[src/sv/rvx_pkg.sv]
// Shared types, opcodes and helper functions of the RV32 instruction executor.
package rvx_pkg;

    localparam int DMEM_BYTES_DEF = 4096;
    localparam int RF_DEPTH       = 32;
    localparam int QDEPTH         = 2;
    localparam int QAW            = $clog2(QDEPTH);

    localparam logic [6:0] OPC_LUI    = 7'h37;
    localparam logic [6:0] OPC_AUIPC  = 7'h17;
    localparam logic [6:0] OPC_JAL    = 7'h6f;
    localparam logic [6:0] OPC_JALR   = 7'h67;
    localparam logic [6:0] OPC_BRANCH = 7'h63;
    localparam logic [6:0] OPC_LOAD   = 7'h03;
    localparam logic [6:0] OPC_STORE  = 7'h23;
    localparam logic [6:0] OPC_OPIMM  = 7'h13;
    localparam logic [6:0] OPC_OP     = 7'h33;
    localparam logic [6:0] OPC_FENCE  = 7'h0f;

    localparam logic [6:0] F7_BASE = 7'h00;
    localparam logic [6:0] F7_ALT  = 7'h20;
    localparam logic [6:0] F7_MULD = 7'h01;

    localparam logic [2:0] F3_ADD  = 3'd0;
    localparam logic [2:0] F3_SLL  = 3'd1;
    localparam logic [2:0] F3_SLT  = 3'd2;
    localparam logic [2:0] F3_SLTU = 3'd3;
    localparam logic [2:0] F3_XOR  = 3'd4;
    localparam logic [2:0] F3_SR   = 3'd5;
    localparam logic [2:0] F3_OR   = 3'd6;
    localparam logic [2:0] F3_AND  = 3'd7;

    localparam logic [2:0] F3_BEQ  = 3'd0;
    localparam logic [2:0] F3_BNE  = 3'd1;
    localparam logic [2:0] F3_BLT  = 3'd4;
    localparam logic [2:0] F3_BGE  = 3'd5;
    localparam logic [2:0] F3_BLTU = 3'd6;
    localparam logic [2:0] F3_BGEU = 3'd7;

    localparam logic [2:0] F3_LB  = 3'd0;
    localparam logic [2:0] F3_LH  = 3'd1;
    localparam logic [2:0] F3_LW  = 3'd2;
    localparam logic [2:0] F3_LBU = 3'd4;
    localparam logic [2:0] F3_LHU = 3'd5;

    typedef enum logic [3:0] {
        OP_NOP,
        OP_LUI,
        OP_AUIPC,
        OP_JAL,
        OP_JALR,
        OP_BRANCH,
        OP_LOAD,
        OP_STORE,
        OP_ALU,
        OP_MUL,
        OP_DIV,
        OP_DIVU,
        OP_REMU
    } op_t;

    typedef enum logic [3:0] {
        ALU_ADD,
        ALU_SUB,
        ALU_SLL,
        ALU_SLT,
        ALU_SLTU,
        ALU_XOR,
        ALU_SRL,
        ALU_SRA,
        ALU_OR,
        ALU_AND
    } alu_t;

    typedef enum logic [3:0] {
        ST_IDLE,
        ST_EXEC,
        ST_DIV,
        ST_ADDR,
        ST_MOD,
        ST_MEM,
        ST_MEMW,
        ST_RESP
    } st_t;

    typedef struct packed {
        op_t         op;
        alu_t        alu;
        logic        use_imm;
        logic [2:0]  f3;
        logic [4:0]  rd;
        logic [4:0]  rs1;
        logic [4:0]  rs2;
        logic [31:0] imm;
        logic        ill;
    } item_t;

    function automatic logic [31:0] alu_calc(input logic [31:0] a, input logic [31:0] b,
                                             input alu_t op);
        logic [31:0] r;
        r = '0;
        case (op)
            ALU_ADD:  r = a + b;
            ALU_SUB:  r = a - b;
            ALU_SLL:  r = a << b[4:0];
            ALU_SLT:  r = {31'b0, $signed(a) < $signed(b)};
            ALU_SLTU: r = {31'b0, a < b};
            ALU_XOR:  r = a ^ b;
            ALU_SRL:  r = a >> b[4:0];
            ALU_SRA:  r = $unsigned($signed(a) >>> b[4:0]);
            ALU_OR:   r = a | b;
            ALU_AND:  r = a & b;
            default:  r = '0;
        endcase
        return r;
    endfunction

endpackage

[src/sv/rvx_front.sv]
// Front end: instruction beat intake, decode and the decoupling queue.
module rvx_front
    import rvx_pkg::*;
(
    input  logic        clk,
    input  logic        rst_n,
    input  logic        push,
    output logic        full,
    input  logic [31:0] instr_word,
    output logic        q_valid,
    input  logic        q_ready,
    output item_t       q_item
);

    item_t       dec;
    item_t       q_mem [QDEPTH];
    logic [QAW-1:0] wr_ptr_reg, wr_ptr_next;
    logic [QAW-1:0] rd_ptr_reg, rd_ptr_next;
    logic [QAW:0]   count_reg, count_next;
    logic        wr_en;
    logic        rd_en;
    logic [6:0]  opc;
    logic [2:0]  f3;
    logic [6:0]  f7;
    logic [31:0] imm_i, imm_s, imm_b, imm_j, imm_u;

    assign opc   = instr_word[6:0];
    assign f3    = instr_word[14:12];
    assign f7    = instr_word[31:25];
    assign imm_i = {{20{instr_word[31]}}, instr_word[31:20]};
    assign imm_s = {{20{instr_word[31]}}, instr_word[31:25], instr_word[11:7]};
    assign imm_b = {{19{instr_word[31]}}, instr_word[31], instr_word[7],
                    instr_word[30:25], instr_word[11:8], 1'b0};
    assign imm_j = {{11{instr_word[31]}}, instr_word[31], instr_word[19:12],
                    instr_word[20], instr_word[30:21], 1'b0};
    assign imm_u = {instr_word[31:12], 12'b0};

    always_comb
    begin
        dec         = '0;
        dec.op      = OP_NOP;
        dec.alu     = ALU_ADD;
        dec.f3      = f3;
        dec.rd      = instr_word[11:7];
        dec.rs1     = instr_word[19:15];
        dec.rs2     = instr_word[24:20];
        case (opc)
            OPC_LUI:
            begin
                dec.op  = OP_LUI;
                dec.imm = imm_u;
            end
            OPC_AUIPC:
            begin
                dec.op  = OP_AUIPC;
                dec.imm = imm_u;
            end
            OPC_JAL:
            begin
                dec.op  = OP_JAL;
                dec.imm = imm_j;
            end
            OPC_JALR:
            begin
                dec.op  = OP_JALR;
                dec.imm = imm_i;
                dec.ill = (f3 != 3'd0);
            end
            OPC_BRANCH:
            begin
                dec.op  = OP_BRANCH;
                dec.imm = imm_b;
                dec.ill = (f3 == 3'd2) || (f3 == 3'd3);
            end
            OPC_LOAD:
            begin
                dec.op  = OP_LOAD;
                dec.imm = imm_i;
                dec.ill = (f3 == 3'd3) || (f3 == 3'd6) || (f3 == 3'd7);
            end
            OPC_STORE:
            begin
                dec.op  = OP_STORE;
                dec.imm = imm_s;
                dec.ill = (f3 > 3'd2);
            end
            OPC_OPIMM:
            begin
                dec.op      = OP_ALU;
                dec.use_imm = 1'b1;
                dec.imm     = imm_i;
                case (f3)
                    F3_ADD:  dec.alu = ALU_ADD;
                    F3_SLT:  dec.alu = ALU_SLT;
                    F3_SLTU: dec.alu = ALU_SLTU;
                    F3_XOR:  dec.alu = ALU_XOR;
                    F3_OR:   dec.alu = ALU_OR;
                    F3_AND:  dec.alu = ALU_AND;
                    F3_SLL:
                    begin
                        dec.alu = ALU_SLL;
                        dec.ill = (f7 != F7_BASE);
                    end
                    default:
                    begin
                        if (f7 == F7_BASE)
                        begin
                            dec.alu = ALU_SRL;
                        end
                        else if (f7 == F7_ALT)
                        begin
                            dec.alu = ALU_SRA;
                        end
                        else
                        begin
                            dec.ill = 1'b1;
                        end
                    end
                endcase
            end
            OPC_OP:
            begin
                dec.op = OP_ALU;
                if (f7 == F7_BASE)
                begin
                    case (f3)
                        F3_ADD:  dec.alu = ALU_ADD;
                        F3_SLL:  dec.alu = ALU_SLL;
                        F3_SLT:  dec.alu = ALU_SLT;
                        F3_SLTU: dec.alu = ALU_SLTU;
                        F3_XOR:  dec.alu = ALU_XOR;
                        F3_SR:   dec.alu = ALU_SRL;
                        F3_OR:   dec.alu = ALU_OR;
                        default: dec.alu = ALU_AND;
                    endcase
                end
                else if (f7 == F7_ALT && f3 == F3_ADD)
                begin
                    dec.alu = ALU_SUB;
                end
                else if (f7 == F7_ALT && f3 == F3_SR)
                begin
                    dec.alu = ALU_SRA;
                end
                else if (f7 == F7_MULD && f3 == 3'd0)
                begin
                    dec.op = OP_MUL;
                end
                else if (f7 == F7_MULD && f3 == 3'd4)
                begin
                    dec.op = OP_DIV;
                end
                else if (f7 == F7_MULD && f3 == 3'd5)
                begin
                    dec.op = OP_DIVU;
                end
                else if (f7 == F7_MULD && f3 == 3'd7)
                begin
                    dec.op = OP_REMU;
                end
                else
                begin
                    dec.ill = 1'b1;
                end
            end
            OPC_FENCE:
            begin
                dec.ill = (f3 != 3'd0);
            end
            default:
            begin
                dec.ill = 1'b1;
            end
        endcase
        if (dec.ill)
        begin
            dec.op = OP_NOP;
        end
    end

    assign full    = (count_reg == (QAW+1)'(QDEPTH));
    assign q_valid = (count_reg != '0);
    assign q_item  = q_mem[rd_ptr_reg];
    assign wr_en   = push && !full;
    assign rd_en   = q_valid && q_ready;

    always_comb
    begin
        wr_ptr_next = wr_en ? wr_ptr_reg + QAW'(1) : wr_ptr_reg;
        rd_ptr_next = rd_en ? rd_ptr_reg + QAW'(1) : rd_ptr_reg;
        count_next  = count_reg + (QAW+1)'(wr_en) - (QAW+1)'(rd_en);
    end

    always_ff @(posedge clk or negedge rst_n)
    begin
        if (!rst_n)
        begin
            wr_ptr_reg <= '0;
            rd_ptr_reg <= '0;
            count_reg  <= '0;
        end
        else
        begin
            wr_ptr_reg <= wr_ptr_next;
            rd_ptr_reg <= rd_ptr_next;
            count_reg  <= count_next;
        end
    end

    always_ff @(posedge clk)
    begin
        if (wr_en)
        begin
            q_mem[wr_ptr_reg] <= dec;
        end
    end

endmodule

[config.mk]
export PLATFORM = sky130hd
export DESIGN_NAME = rvx_front
export DESIGN_NICKNAME = d
export VERILOG_FILES = /design/src/sv/rvx_pkg.sv /design/src/sv/rvx_front.sv
export SDC_FILE = /design/constraint.sdc
export NUM_CORES = 1
export LEC_CHECK = 0
export BUFFER_PORTS_ARGS = -buffer_cell sky130_fd_sc_hd__buf_2
export CAP_MARGIN = 40
export CORE_AREA = 2 2 153 155
export DETAILED_ROUTE_END_ITERATION = 8
export DIE_AREA = 0 0 155 157
export PLACE_DENSITY = 0.44
export SYNTH_ARGS = -nofsm -noshare
export SYNTH_HDL_FRONTEND = slang
export SYNTH_SLANG_ARGS = --single-unit
[constraint.sdc]
create_clock -name clk -period 4.1 [get_ports clk]
set_input_delay 1.025 -clock clk [delete_from_list [all_inputs] [get_ports clk]]
set_output_delay 1.025 -clock clk [all_outputs]
set_load 0.005 [all_outputs]
==> results of run 1 <==
cell type report:
cell class	count	area share
sequential	124	0.5313
multi-input combinational	216	0.2526
timing repair buffer	100	0.07823
clock buffer	18	0.06155
tap	285	0.05114
clock inverter	14	0.02189
inverter	6	0.003230
power breakdown:
group | switching, mW | internal (mW) | total, mW | leakage [nW]
clock network | 0.528 | 0.942 | 1.47 | 0.271
logic | 0.599 | 0.579 | 1.18 | 1.20
registers | 0.107 | 1.72 | 1.83 | 1.19
total | 1.23 | 3.25 | 4.48 | 2.66
cell usage in the layout, fill, tap and decap left out, types with 6 or more instances in the layout:
master / n
a21o_1: 20
a21oi_1: 12
and2_1: 7
buf_2: 97
clkbuf_16: 17
clkinv_1: 6
edfxtp_1: 120
mux2_2: 60
nand2_1: 11
nand2b_1: 8
nor2_1: 22
cells by family (layout without fill, tap and decap cells):
logic type	count (synthesis)	count (layout)	share of synthesized area
XOR/XNOR	6	6	0.009392
multiplexers	60	60	0.1208
AND/OR/NAND/NOR	82	82	0.08900
flip-flops	124	124	0.6619
adder cells (fa/ha/maj)	2	2	0.004472
buffers and inverters	27	138	0.02482
AO/OA/AOI/OAI	66	66	0.08967
worst max-delay path, cell delays in order, from the launching register on:
cell and delay [ns]:
dfrtp_2 0.70, buf_12 0.31, mux2_2 0.39, buf_2 0.13
per-layer routing:
metal | vias up | track usage | part of all wire
li1 | 1608 | - | -
met1 | 1677 | 0.1407 | 0.47
met2 | 83 | 0.1733 | 0.48
met3 | 15 | 0.03359 | 0.041
met4 | 0 | 0.04409 | 0.017
met5 | - | 0 | 0
synth_stat cells, drive strengths merged (5+ instances only):
cell type / count
a21o: 20
a21oi: 13
a22o: 5
and2: 8
buf: 15
clkbuf: 6
edfxtp: 120
inv: 6
mux2: 60
nand2: 12
nand2b: 9
nor2: 25
nor3: 5
o21ai: 7
worst paths after layout:
path | from | endpoint | slack [ns] | cells after the start
max in group asynchronous | rst_n | rd_ptr_reg | 3.55 | 1
setup reg to reg | count_reg[1] | q_mem[0][24] | 2.19 | 4
min in group clk | count_reg[1] | count_reg[1] | 0.50 | 1
hold / removal | rst_n | count_reg[1] | 0.41 | 1
setup / recovery | rd_ptr_reg | q_item[21] | 1.09 | 3
hold reg to reg | count_reg[1] | count_reg[1] | 0.50 | 1
through the flow:
step	hold slack (ns)	setup WS, ns	std cells	utilization
CTS	0.3953	1.020	763	0.3099
global route	0.3997	0.9572	763	0.3099
global placement	0.4822	1.442	731	0.2840
floorplan	0.4604	0.9940	367	-
detailed placement	0.4864	1.402	731	0.2840
finish	0.4112	1.093	763	0.3099
==> results_dict.tcl, run 1 <==
set metrics [dict create \
    yosysWarnings 0 \
    clk_latency_ns 0.41 \
    hp-class "input pin to async pin" \
    multi_input_area_um2 1762 \
    initial_core_util 0.2487 \
    fin_crit_ns 3.007 \
    status "finished clean" \
    grt_max_degree 42 \
    synth_top_cell_area_share 0.6440 \
    synthTopCellsByArea "edfxtp_1 64%, mux2_2 12%, a21o_1 2.7%, dfrtp_1 1.8%, nor2_1 1.5%" \
    clkSinkCount 124 \
    largest_reg_flops 120 \
    crit_path_end_kind "primary output" \
    clockRootBuffer "clkbuf_16" \
    wirelength_mm 13.04 \
    synth_fp_nets 405 \
    cts_setup_buffers 0 \
    clk_pin_slew_ns 0.05 \
    io_buffers 97 \
    cts_tree "built" \
    final_cell_area_um2 6973 \
    io_pins 98 \
    synth_area_um2 5595 \
    antenna_found_initial 0 \
    core_area_um2 22500 \
    post-route-period-util 0.7334 \
    p_per_area_nw_per_um2 642.5 \
    vias_per_cell 4.434 \
    setup_viol 0 \
    cp_max_fo 41 \
    firstDrtPassIters 4 \
    drc_errors 0 \
    rows 55 \
    ir_drop_uv 203.1 \
    critPathKind "flop to primary output" \
    syn2layout_area_growth_pct 24.62 \
    regArea_um2 3705 \
    dr.first_iter.drc_count 193 \
    fillers 2211 \
    synthArstFlopShare 0.03226 \
    synth_edf_count 120 \
    n_antenna_cell 0 \
    ant_nets 0 \
    worst_pin_slew_ns 0.6959 \
    synthFlopType "edfxtp_1" \
    cts_buffers 17 \
    die_w_um 155 \
    clockBufferDepth 2 \
    gp_congestion 0.7885 \
    grt_pass1_vias 3398 \
    num_vias 3383 \
    syn_inst 367 \
    fin_skew_ns 0.007846 \
    wl_per_cell_um 17.09 \
    arrival_ns 1.98 \
    die_area_um2 24340 \
    synth_cell_type_count 59 \
    max_cap_violations 0 \
    rsz0062_at_grt "no" \
    layout.nets 503 \
    drv_slew 0 \
    drive_gt1_frac 0.4310 \
    power.total_mw 4.480 \
    cts-resized-gates 0 \
    start_kind "flop" \
    slew_headroom 0.5361 \
    hold_viol_final 0 \
    grt_use_total 0.1097 \
    leakage_nw 2.658 \
    tns_ns 0 \
    gr-total-overflow 0 \
    hold_buffers 0 \
    grt_first_pass_wirelength_mm 19.90 \
    synth_seq_cells 124 \
    die_h_um 157 \
    syn_avg_cell_area_um2 15.25 \
    dpl.hpwl_mm 8.957 \
    cp.required_ns 3.07 \
    ys_seq_area_frac 0.6619 \
    h-tree-depth 4 \
    timing.fmax_ghz 0.3326 \
    yosysTopAreaCell "edfxtp_1" \
    dpl-instance-area_um2 6391 \
]
Power figures use the tool's default switching activity.
==> inputs of run 2 (changes only) <==
--- a/config.mk
+++ b/config.mk
@@ -5,12 +5,13 @@
 export SDC_FILE = /design/constraint.sdc
 export NUM_CORES = 1
 export LEC_CHECK = 0
+export ABC_AREA = 1
 export BUFFER_PORTS_ARGS = -buffer_cell sky130_fd_sc_hd__buf_2
 export CAP_MARGIN = 40
-export CORE_AREA = 2 2 153 155
+export CORE_AREA = 2 2 151 153
 export DETAILED_ROUTE_END_ITERATION = 8
-export DIE_AREA = 0 0 155 157
-export PLACE_DENSITY = 0.44
+export DIE_AREA = 0 0 153 155
+export PLACE_DENSITY = 0.45
 export SYNTH_ARGS = -nofsm -noshare
 export SYNTH_HDL_FRONTEND = slang
 export SYNTH_SLANG_ARGS = --single-unit
==> constraint.sdc (replaced) <==
create_clock -name clk -period 2.5 [get_ports clk]
set_input_delay 0.625 -clock clk [delete_from_list [all_inputs] [get_ports clk]]
set_output_delay 0.625 -clock clk [all_outputs]
set_load 0.005 [all_outputs]
==> results_dict.tcl, run 2 <==
set metrics [dict create \
    die_area_um2 23720 \
    synthFlopType "edfxtp_1" \
    final_cell_mix "224 x nand2_1, 120 x edfxtp_1, 97 x buf_2" \
    clockRootBuffer "clkbuf_16" \
    initial_core_util 0.2459 \
    p_per_area_nw_per_um2 1090 \
    yosysWarnings 0 \
    synth_common_cells "224 x nand2_1, 120 x edfxtp_1, 35 x inv_1" \
    largest_reg_flops 120 \
    hold_viol_final 0 \
    firstDrtPassIters 4 \
    min-delay-start "instr_word[24]" \
    syn2layout_area_growth_pct 26.53 \
    syn_avg_cell_area_um2 10.47 \
    start_kind "flop" \
    synth_seq_cells 124 \
    vias_per_cell 4.229 \
    setup_viol 0 \
    status "finished clean" \
    dpl.hpwl_mm 9.769 \
    ant_nets 0 \
    arrival_ns 1.63 \
    antenna_found_initial 0 \
    synthArstFlopShare 0.03226 \
    slew_headroom 0.4094 \
    final_cell_area_um2 6917 \
    gp_congestion 0.8457 \
    drive_gt1_frac 0.2570 \
    synth_cell_type_count 31 \
    reg2reg_from "count_reg[0]" \
    grt_max_degree 61 \
    drv_slew 0 \
    post-route-period-util 0.9004 \
    drc_errors 0 \
    holdWs_ns 0.4215 \
    synth_fp_nets 560 \
    power.total_mw 7.536 \
    die_w_um 153 \
    grt_first_pass_wirelength_mm 21.95 \
    leakage_nw 3.008 \
    grt_use_total 0.1226 \
    cp.required_ns 1.88 \
    synth_edf_count 120 \
    die_h_um 155 \
    clk_latency_ns 0.42 \
    synth.most_common_cell "nand2_1" \
    gr-total-overflow 0 \
    io_pins 98 \
    num_vias 3920 \
    synthTopCellsByArea "edfxtp_1 66%, nand2_1 15%, inv_1 2.4%, nand3_1 2.4%, nor2_1 2.1%" \
    fin_crit_ns 2.251 \
    wl_per_cell_um 15.22 \
    clk_pin_slew_ns 0.06 \
    timing.fmax_ghz 0.4442 \
    dr.first_iter.drc_count 230 \
    layout.nets 668 \
    yosysTopAreaCell "edfxtp_1" \
    clockBufferDepth 2 \
    crit_path_end_kind "primary output" \
    core_area_um2 22230 \
    worst_pin_slew_ns 0.8766 \
    hp-class "input pin to flop" \
    synth_area_um2 5466 \
    wirelength_mm 14.11 \
    n_antenna_cell 0 \
    layout_commonest_cell "nand2_1" \
    cts_tree "built" \
    grt_pass1_vias 3914 \
    critPathLaunch "rd_ptr_reg" \
    rows 55 \
    max_cap_violations 0 \
    dpl-instance-area_um2 6334 \
    clkSinkCount 124 \
    ys_seq_area_frac 0.6775 \
    critPathKind "flop to primary output" \
    syn_inst 522 \
    cp_max_fo 36 \
    synth_top_cell_area_share 0.6592 \
    h-tree-depth 4 \
    cts_setup_buffers 0 \
    cts_buffers 17 \
    io_buffers 97 \
    rsz0062_at_grt "no" \
    fin_skew_ns 0.009110 \
    ir_drop_uv 643.7 \
]
-- run 2: changes by cell type in the layout (fill, tap and decap cells not counted), moves of 10 or more --
cell,before,now
nand2_1,11,224
mux2_2,60,0
inv_1,5,35
nand3_1,0,26
a21o_1,20,0
o21ai_0,5,16
a21oi_1,12,2
o21ai_2,1,11
-- run 2: cell type report --
class	instances	area, um2
Clock buffer	17	425.4
Clock inverter	14	147.6
Fill cell	2308	15310
Inverter	37	138.9
Multi-Input combinational cell	344	1563
Sequential cell	124	3705
Tap cell	285	356.6
Timing Repair Buffer	106	580.6
-- run 2: worst paths after layout --
| kind | to | slack [ns] | cells past startpoint |
|---|---|---|---|
| max | q_item[12] | 0.25 | 5 |
| max reg2reg | count_reg[1] | 0.41 | 6 |
| max in group asynchronous | rd_ptr_reg | 1.82 | 2 |
| min reg2reg | count_reg[0] | 0.56 | 1 |
| min in group asynchronous | rd_ptr_reg | 0.55 | 2 |
| min | q_mem[1][37] | 0.42 | 1 |
-- run 2: per-layer routing --
metal / global-route usage / vias up / routed length, um
met5: 0 / - / 0
met4: 0.03748 / 0 / 188
met3: 0.03343 / 13 / 642
met2: 0.2084 / 99 / 6973
met1: 0.1528 / 1856 / 6302
li1: - / 1952 / -
-- run 2: power by group --
part           total (mW)  switching, mW  leakage (nW)  internal (mW)
Combinational        2.18           1.42          1.57          0.755
Sequential           2.99          0.124          1.17           2.86
Clock                2.37          0.907         0.271           1.46
-- run 2: what timing repair did --
item                      4_1_cts  5_1_grt
hold buffers                    1        0
resized for setup               0        0
hold endpoints to repair        4        0
-- run 2: cell families (layout without fill, tap and decap cells) --
logic type      Yosys count  in the layout  share of synthesized area
compound gates           38             38                    0.04623
simple gates            300            300                     0.2259
buf+inv                  54            174                    0.03937
xor+xnor                  4              4                   0.006410
flops                   124            124                     0.6775
fa+ha+maj                 2              2                   0.004577
-- run 2: worst max-delay path, cell delays in order (launching register included) --
cell     delay [ns]
dfrtp_2        0.43
inv_2          0.06
buf_4          0.37
nand2_1        0.09
nand2_1        0.13
buf_2          0.13
-- run 2: through the flow --
stage / setup TNS (ns) / worst slack (ns) / util / cells
2_1_floorplan: -42.40 / -0.3534 / - / 522
3_3_place_gp: 0 / 0.2923 / 0.2849 / 895
3_5_place_dp: 0 / 0.2281 / 0.2849 / 895
4_1_cts: 0 / 0.1898 / 0.3112 / 927
5_1_grt: 0 / 0.1305 / 0.3112 / 927
6_report: 0 / 0.2489 / 0.3112 / 927
